===== src/hw/rtl/efdd_pkg.sv =====
// ----------------------------------------------------------------------------
// efdd_pkg
// types and constants of the eapol frame detector with bssid dedupe
// ----------------------------------------------------------------------------
`default_nettype none

package efdd_pkg;

  localparam int TableEntriesDefault = 24;

  localparam int PosW     = 12;
  localparam int BssidW   = 48;
  localparam int CountW   = 16;
  localparam int VerdictW = 3;

  localparam logic [PosW-1:0]   POS_MAX     = 12'd4095;
  localparam logic [PosW-1:0]   MIN_LAST    = 12'd35;  // length 36 ends at byte 35
  localparam logic [PosW-1:0]   BSSID_FIRST = 12'd16;
  localparam logic [PosW-1:0]   BSSID_LAST  = 12'd21;
  localparam logic [PosW-1:0]   HDR_PLAIN   = 12'd24;
  localparam logic [PosW-1:0]   HDR_QOS     = 12'd26;
  localparam logic [PosW-1:0]   BODY_MIN    = 12'd11;  // header + 12 bytes, minus one

  localparam logic [7:0] FC_TYPE_MASK    = 8'h0C;
  localparam logic [7:0] FC_TYPE_DATA    = 8'h08;
  localparam logic [7:0] FC_SUBTYPE_MASK = 8'hF0;
  localparam logic [7:0] FC_SUBTYPE_QOS  = 8'h80;
  localparam logic [7:0] SNAP_DSAP       = 8'hAA;
  localparam logic [7:0] SNAP_CTRL       = 8'h03;
  localparam logic [7:0] ETYPE_HI        = 8'h88;
  localparam logic [7:0] ETYPE_LO        = 8'h8E;

  localparam logic [CountW-1:0] COUNT_MAX = 16'hFFFF;

  typedef enum logic [VerdictW-1:0] {
    VERDICT_IGNORED   = 3'd0,
    VERDICT_NOT_DATA  = 3'd1,
    VERDICT_TOO_SHORT = 3'd2,
    VERDICT_NO_SNAP   = 3'd3,
    VERDICT_NOT_EAPOL = 3'd4,
    VERDICT_EAPOL     = 3'd5
  } verdict_t;

  // search token handed from cell to cell
  typedef struct packed {
    logic              token;
    logic              hit;
    logic [BssidW-1:0] key;
  } link_t;

endpackage

`default_nettype wire


===== src/hw/rtl/efdd_cell.sv =====
// ----------------------------------------------------------------------------
// efdd_cell
// one seen-table entry; compares the passing key and hands it on
// ----------------------------------------------------------------------------
`default_nettype none

module efdd_cell #(
  parameter int Index = 0,
  parameter int FillW = 5
) (
  input  wire logic                       clk,
  input  wire logic                       rst,
  input  wire efdd_pkg::link_t            link_in,
  output efdd_pkg::link_t                 link_out,
  input  wire logic [FillW-1:0]           fill,
  input  wire logic                       wr_en,
  input  wire logic [efdd_pkg::BssidW-1:0] wr_key
);

  logic [efdd_pkg::BssidW-1:0] entry;
  logic                        in_use;

  // entries below the fill count hold a stored bssid
  assign in_use = FillW'(Index) < fill;

  // entry store, written at the slot the fill count points to
  always_ff @(posedge clk) begin
    if (wr_en && fill == FillW'(Index)) begin
      entry <= wr_key;
    end
  end

  // compare and pass the token along
  always_ff @(posedge clk) begin
    if (rst) begin
      link_out.token <= 1'b0;
    end else begin
      link_out.token <= link_in.token;
    end
    link_out.key <= link_in.key;
    link_out.hit <= link_in.hit | (in_use && entry == link_in.key);
  end

endmodule

`default_nettype wire


===== src/hw/rtl/efdd_parser.sv =====
// ----------------------------------------------------------------------------
// efdd_parser
// walks the frame bytes, captures header fields and forms the verdict
// ----------------------------------------------------------------------------
`default_nettype none

module efdd_parser (
  input  wire logic                        clk,
  input  wire logic                        rst,
  input  wire logic                        accept,
  input  wire logic [7:0]                  byte_value,
  input  wire logic                        last_byte,
  input  wire logic                        capture_enable,
  output efdd_pkg::verdict_t               verdict,
  output logic [efdd_pkg::BssidW-1:0]      bssid
);

  logic [efdd_pkg::PosW-1:0] pos;
  logic [7:0]                fc;
  logic [4:0]                flags;
  logic [efdd_pkg::PosW-1:0] hdr;
  logic [4:0]                flags_set;

  // header length follows the qos subtype
  assign hdr = ((fc & efdd_pkg::FC_SUBTYPE_MASK) == efdd_pkg::FC_SUBTYPE_QOS) ?
               efdd_pkg::HDR_QOS : efdd_pkg::HDR_PLAIN;

  // llc/snap and ethertype byte matches
  always_comb begin
    flags_set    = 5'd0;
    flags_set[0] = (pos == hdr) && (byte_value == efdd_pkg::SNAP_DSAP);
    flags_set[1] = (pos == hdr + 12'd1) && (byte_value == efdd_pkg::SNAP_DSAP);
    flags_set[2] = (pos == hdr + 12'd2) && (byte_value == efdd_pkg::SNAP_CTRL);
    flags_set[3] = (pos == hdr + 12'd6) && (byte_value == efdd_pkg::ETYPE_HI);
    flags_set[4] = (pos == hdr + 12'd7) && (byte_value == efdd_pkg::ETYPE_LO);
  end

  // frame state, cleared after each last byte
  always_ff @(posedge clk) begin
    if (rst) begin
      pos   <= '0;
      fc    <= '0;
      flags <= '0;
      bssid <= '0;
    end else if (accept) begin
      if (last_byte) begin
        pos   <= '0;
        fc    <= '0;
        flags <= '0;
        bssid <= '0;
      end else begin
        if (pos == '0) begin
          fc <= byte_value;
        end
        if (pos >= efdd_pkg::BSSID_FIRST && pos <= efdd_pkg::BSSID_LAST) begin
          bssid <= {bssid[efdd_pkg::BssidW-9:0], byte_value};
        end
        flags <= flags | flags_set;
        if (pos < efdd_pkg::POS_MAX) begin
          pos <= pos + 12'd1;
        end
      end
    end
  end

  // verdict on the last byte; every field it needs is complete by byte 35
  always_comb begin
    if (!capture_enable || pos < efdd_pkg::MIN_LAST) begin
      verdict = efdd_pkg::VERDICT_IGNORED;
    end else if ((fc & efdd_pkg::FC_TYPE_MASK) != efdd_pkg::FC_TYPE_DATA) begin
      verdict = efdd_pkg::VERDICT_NOT_DATA;
    end else if (pos < hdr + efdd_pkg::BODY_MIN) begin
      verdict = efdd_pkg::VERDICT_TOO_SHORT;
    end else if (flags[2:0] != 3'b111) begin
      verdict = efdd_pkg::VERDICT_NO_SNAP;
    end else if (flags[4:3] != 2'b11) begin
      verdict = efdd_pkg::VERDICT_NOT_EAPOL;
    end else begin
      verdict = efdd_pkg::VERDICT_EAPOL;
    end
  end

endmodule

`default_nettype wire


===== src/hw/rtl/eapol_frame_detector_dedupe_unit.sv =====
// ----------------------------------------------------------------------------
// eapol_frame_detector_dedupe_unit
// classifies 802.11 frames and counts distinct access points of eapol frames
// ----------------------------------------------------------------------------
// result: registered in the cycle after the last byte; for an eapol frame it
//   follows the start register and the bssid walking the chain of table cells
// throughput: one byte per cycle; input stalls during the table walk and on a last byte while the result is held
// reset: synchronous, clears frame state, fill count, access point count and
//   capture_enable; table entries are only read below the fill count
`default_nettype none

module eapol_frame_detector_dedupe_unit #(
  parameter int TABLE_ENTRIES = efdd_pkg::TableEntriesDefault
) (
  input  wire logic        clk,
  input  wire logic        rst,
  // byte_value [7:0]
  input  wire logic        s_axis_tvalid,
  output logic             s_axis_tready,
  input  wire logic [7:0]  s_axis_tdata,
  input  wire logic        s_axis_tlast,
  // verdict [2:0], new_access_point [3], access_point_count [19:4],
  // table_full [20], zero pad [23:21]
  output logic             m_axis_tvalid,
  input  wire logic        m_axis_tready,
  output logic [23:0]      m_axis_tdata,
  // capture_enable
  input  wire logic        cfg_valid,
  output logic             cfg_ready,
  input  wire logic        cfg_data
);

  localparam int FillW = $clog2(TABLE_ENTRIES + 1);

  typedef enum logic {ST_IDLE, ST_SEARCH} state_t;

  state_t                         state;
  logic                           capture_enable;
  logic                           in_accept;
  efdd_pkg::verdict_t             verdict;
  logic [efdd_pkg::BssidW-1:0]    bssid;
  logic [efdd_pkg::BssidW-1:0]    key;
  logic                           start;
  logic [FillW-1:0]               fill;
  logic [efdd_pkg::CountW-1:0]    count;
  logic [efdd_pkg::CountW-1:0]    count_next;
  logic                           full;
  logic                           wr_en;
  efdd_pkg::link_t                links [TABLE_ENTRIES+1];
  efdd_pkg::link_t                tail;

  logic                           out_valid;
  efdd_pkg::verdict_t             out_verdict;
  logic                           out_new;
  logic [efdd_pkg::CountW-1:0]    out_count;
  logic                           out_full;

  // handshakes; a non-last byte never needs the result slot
  assign in_accept     = s_axis_tvalid && s_axis_tready;
  assign s_axis_tready = (state == ST_IDLE) &&
                         (!out_valid || m_axis_tready || !s_axis_tlast);
  assign cfg_ready     = 1'b1;

  always_ff @(posedge clk) begin
    if (rst) begin
      capture_enable <= 1'b0;
    end else if (cfg_valid && cfg_ready) begin
      capture_enable <= cfg_data;
    end
  end

  // byte parser
  efdd_parser u_parser (
    .clk           (clk),
    .rst           (rst),
    .accept        (in_accept),
    .byte_value    (s_axis_tdata),
    .last_byte     (s_axis_tlast),
    .capture_enable(capture_enable),
    .verdict       (verdict),
    .bssid         (bssid)
  );

  // chain of table cells
  assign links[0] = '{token: start, hit: 1'b0, key: key};
  assign tail     = links[TABLE_ENTRIES];

  for (genvar i = 0; i < TABLE_ENTRIES; i++) begin : g_cell
    efdd_cell #(
      .Index(i),
      .FillW(FillW)
    ) u_cell (
      .clk     (clk),
      .rst     (rst),
      .link_in (links[i]),
      .link_out(links[i+1]),
      .fill    (fill),
      .wr_en   (wr_en),
      .wr_key  (key)
    );
  end

  assign full       = fill == FillW'(TABLE_ENTRIES);
  assign wr_en      = tail.token && !tail.hit && !full;
  assign count_next = (count < efdd_pkg::COUNT_MAX) ? count + 16'd1 : count;

  // sequencer, table bookkeeping and result register
  always_ff @(posedge clk) begin
    if (rst) begin
      state     <= ST_IDLE;
      start     <= 1'b0;
      fill      <= '0;
      count     <= '0;
      out_valid <= 1'b0;
    end else begin
      start <= 1'b0;
      if (m_axis_tvalid && m_axis_tready) begin
        out_valid <= 1'b0;
      end
      case (state)
        ST_IDLE: begin
          if (in_accept && s_axis_tlast) begin
            if (verdict == efdd_pkg::VERDICT_EAPOL) begin
              key   <= bssid;
              start <= 1'b1;
              state <= ST_SEARCH;
            end else begin
              out_valid   <= 1'b1;
              out_verdict <= verdict;
              out_new     <= 1'b0;
              out_count   <= count;
              out_full    <= full;
            end
          end
        end
        ST_SEARCH: begin
          if (tail.token) begin
            out_valid   <= 1'b1;
            out_verdict <= efdd_pkg::VERDICT_EAPOL;
            out_new     <= !tail.hit;
            if (tail.hit) begin
              out_count <= count;
              out_full  <= full;
            end else begin
              count     <= count_next;
              out_count <= count_next;
              if (!full) begin
                fill     <= fill + FillW'(1);
                out_full <= (fill + FillW'(1)) == FillW'(TABLE_ENTRIES);
              end else begin
                out_full <= 1'b1;
              end
            end
            state <= ST_IDLE;
          end
        end
        default: state <= ST_IDLE;
      endcase
    end
  end

  assign m_axis_tvalid = out_valid;
  assign m_axis_tdata  = {3'b000, out_full, out_count, out_new, out_verdict};

endmodule

`default_nettype wire


===== config.mk =====
export PLATFORM = sky130hd
export DESIGN_NAME = eapol_frame_detector_dedupe_unit
export DESIGN_NICKNAME = d
export VERILOG_FILES = /design/src/hw/rtl/efdd_pkg.sv /design/src/hw/rtl/efdd_cell.sv /design/src/hw/rtl/efdd_parser.sv /design/src/hw/rtl/eapol_frame_detector_dedupe_unit.sv
export SDC_FILE = /design/constraint.sdc
export NUM_CORES = 2
export LEC_CHECK = 0
export BUFFER_PORTS_ARGS = -buffer_cell sky130_fd_sc_hd__buf_2
export CAP_MARGIN = 20
export CORE_MARGIN = 5
export CORE_UTILIZATION = 46
export DETAILED_ROUTE_END_ITERATION = 10
export SKIP_LAST_GASP = 1
export SYNTH_ARGS = -nofsm -noshare
export SYNTH_HDL_FRONTEND = slang
export SYNTH_SLANG_ARGS = --single-unit

===== constraint.sdc =====
create_clock -name clk -period 15.45 [get_ports clk]
set_input_delay 3.09 -clock clk [delete_from_list [all_inputs] [get_ports clk]]
set_output_delay 3.09 -clock clk [all_outputs]
set_load 0.02 [all_outputs]

==> qor.yml <==
logic_synthesis:
  async_reset_ff_frac: 0
  ys_ff_latch: 2469
  yosys_warnings: 0
  synth_area_leaders: "edfxtp_1, dfxtp_1, xnor2_1"
  syn_inst: 4591
  synthTopCellsByCount: "dfxtp_1, edfxtp_1, xnor2_1, xor2_1, nand4_1"
  synth.most_common_cell: "dfxtp_1"
  synthesis.area_um2: 77800
  synth_top_area_frac: 0.471
  synth_edf_count: 1221
  synthFlopType: "dfxtp_1"
  synth-seq-area-share: 0.793
  syn-mean-instance-area_um2: 16.9
  synth_top_area_cell: "edfxtp_1"
  synth_cell_type_count: 74
timing:
  relSlewSlack: 0.233
  layout_setup_ws_ns: 8.48
  drv_slew: 0
  hold_slack_ns: 0.327
  setup_viol: 0
  fin_tns_setup_ns: 0
  finalHoldViolations: 0
  rsz0062_at_grt: "false"
  timing.fmax_ghz: 0.144
  period_minus_slack_ns: 6.97
  fin_skew_ns: 0.0442
  period_share: 0.451
  worst_slew_pin_slew_ns: 1.14
finish:
  design_area_um2: 89100
  fillers: 13500
  syn2layout_area_growth_pct: 14.6
  fin_nets: 4918
  drive_above_1_share: 0.106
  final_util: 0.528
  multi_input_comb_area_um2: 15800
  regArea_um2: 61700
floorplanning:
  die-width_um: 421
  initial_utilization: 0.461
  dieArea_um2: 177000
  die_y_um: 421
  num_rows: 151
  ios: 42
  core_um2: 169000
setup_path:
  crit_path_top_delay_cell: "buf_2"
  path_max_fanout: 9
  cp.arrival_ns: 3.88
  cpMostUsedCell: "buf_2"
  path_cells: "buf_2 > nand3b_1 > and2_1 > buf_2"
  max_stage_delay_ns: 0.24
  start_kind: "input pin"
  critPathCaptureType: "output pin"
  path_class: "in2out"
  required_ns: 12.36
grt:
  grt_overflow: 0
  antenna_found_initial: 19
  grt_pass1_vias: 37200
  grtUsageTotal: 0.220
  grt_pass1_wl_mm: 278
  grt_max_degree: 97
status:
  status: "finished, final reports clean"
drt:
  ant_nets: 0
  drc: 0
  detail_route.wl_per_cell_um: 27.0
  first_iter_violations: 4155
  via_count: 37800
  routed_via_density: 5.16
  first_pass_iters: 5
  totalWireLength_mm: 198
power_and_ir_drop:
  p_per_area_nw_per_um2: 141
  vdd_ir_drop_max_v: 0.000123
  total_leakage_power_nw: 30.6
place:
  hpwl_mm: 128
  placed_cell_area_um2: 81300
  portBuffers: 37
  place_ws_ns: 8.48
  gp_congestion: 0.816
cts:
  clock_path_buffers: 3
  root_buffer: "clkbuf_16"
  cts_buffers: 231
  clkTransAtPathRegs_ns: 0.06
  clock-sinks: 2469
  post_cts_resized: 0
  cts_tree: "done"
  hold_buffers: 0
  clk_latency_ns: 0.86
  htree_levels: 4
  post_cts_buffers: 0
job:
  cap_violations: 0
worst_hold_path:
  hold_class: "reg2reg"
==> report_power, final <==
part	internal, mW	leakage [nW]	switching, mW
Sequential	6.81	21.4	0.00140
Clock	3.27	3.84	2.43
Combinational	0.00839	5.36	0.0188
Total	10.1	30.6	2.45
==> worst max-delay path: cells and delay by family <==
kind                   cells  cell delay, ns
buffers and inverters      2            0.39
and+or+nand+nor            2            0.40
==> per-layer routing <==
| metal | track usage | vias to the layer above | share of wire |
|---|---|---|---|
| li1 | - | 17100 | - |
| met1 | 0.303 | 19100 | 0.43 |
| met2 | 0.372 | 1245 | 0.49 |
| met3 | 0.0320 | 254 | 0.060 |
| met4 | 0.0489 | 0 | 0.020 |
| met5 | 0 | - | 0 |
==> layout make-up <==
class,instances,share of cell area
Sequential cell,2469,0.692
Tap cell,2218,0.0311
Inverter,43,0.00181
Clock inverter,101,0.0126
Antenna cell,3,0.0000842
Timing Repair Buffer,122,0.00990
Clock buffer,341,0.0750
Multi-Input combinational cell,2026,0.178
==> per-stage QoR <==
step	total power, mW	std cells
after floorplan	6.97	4593
after global placement	6.98	6873
after detailed placement	6.98	6875
after CTS	12.6	7317
after global routing	12.9	7320
final	12.5	7323
==> layout by cell type (no fill, tap or decap), drive strengths merged, types with 59 or more instances in the layout <==
master,instances
nand4,185
nor4,171
clkbuf,341
xnor2,669
xor2,481
edfxtp,1221
nor2,59
clkinv,72
buf,122
dfxtp,1248
==> path summary, 6_finish.rpt <==
check	start	end	slack [ns]	cells past startpoint
min reg2reg	g_cell[8].u_cell.link_out[2]$_DFF_P_	g_cell[9].u_cell.link_out[2]$_DFF_P_	0.33	0
min	g_cell[8].u_cell.link_out[2]$_DFF_P_	g_cell[9].u_cell.link_out[2]$_DFF_P_	0.33	0
max reg2reg	fill[0]$_SDFFE_PP0P_	g_cell[9].u_cell.entry[30]$_DFFE_PP_	11.70	7
max	s_axis_tlast	s_axis_tready	8.48	4
==> flip-flops by register name, indices dropped and copies added, names as in the netlist <==
signal and cells:
out_count 16, capture_enable 1, key 48, start 1
u_parser.fc 6, count 16, out_full 1, out_new 1
u_parser.bssid 48, g_cell.u_cell.entry 1152, u_parser.pos 12, state 1
out_verdict 3, m_axis_tvalid 1, g_cell.u_cell.link_out 1152, fill 5
u_parser.flags 5
==> cells by family (layout without fill, tap and decap cells) <==
family          count (synthesis)  in the layout  share of synthesized area
simple gates                  669            669                     0.0518
fa+ha+maj                      10             10                    0.00161
flops                        2469           2469                      0.793
other cells                     2              7                  0.0000966
buf+inv                        98            607                    0.00544
compound gates                183            183                     0.0176
mux                            10             10                    0.00137
xor+xnor                     1150           1150                      0.129
No activity file was read; power rests on OpenSTA's default activity.
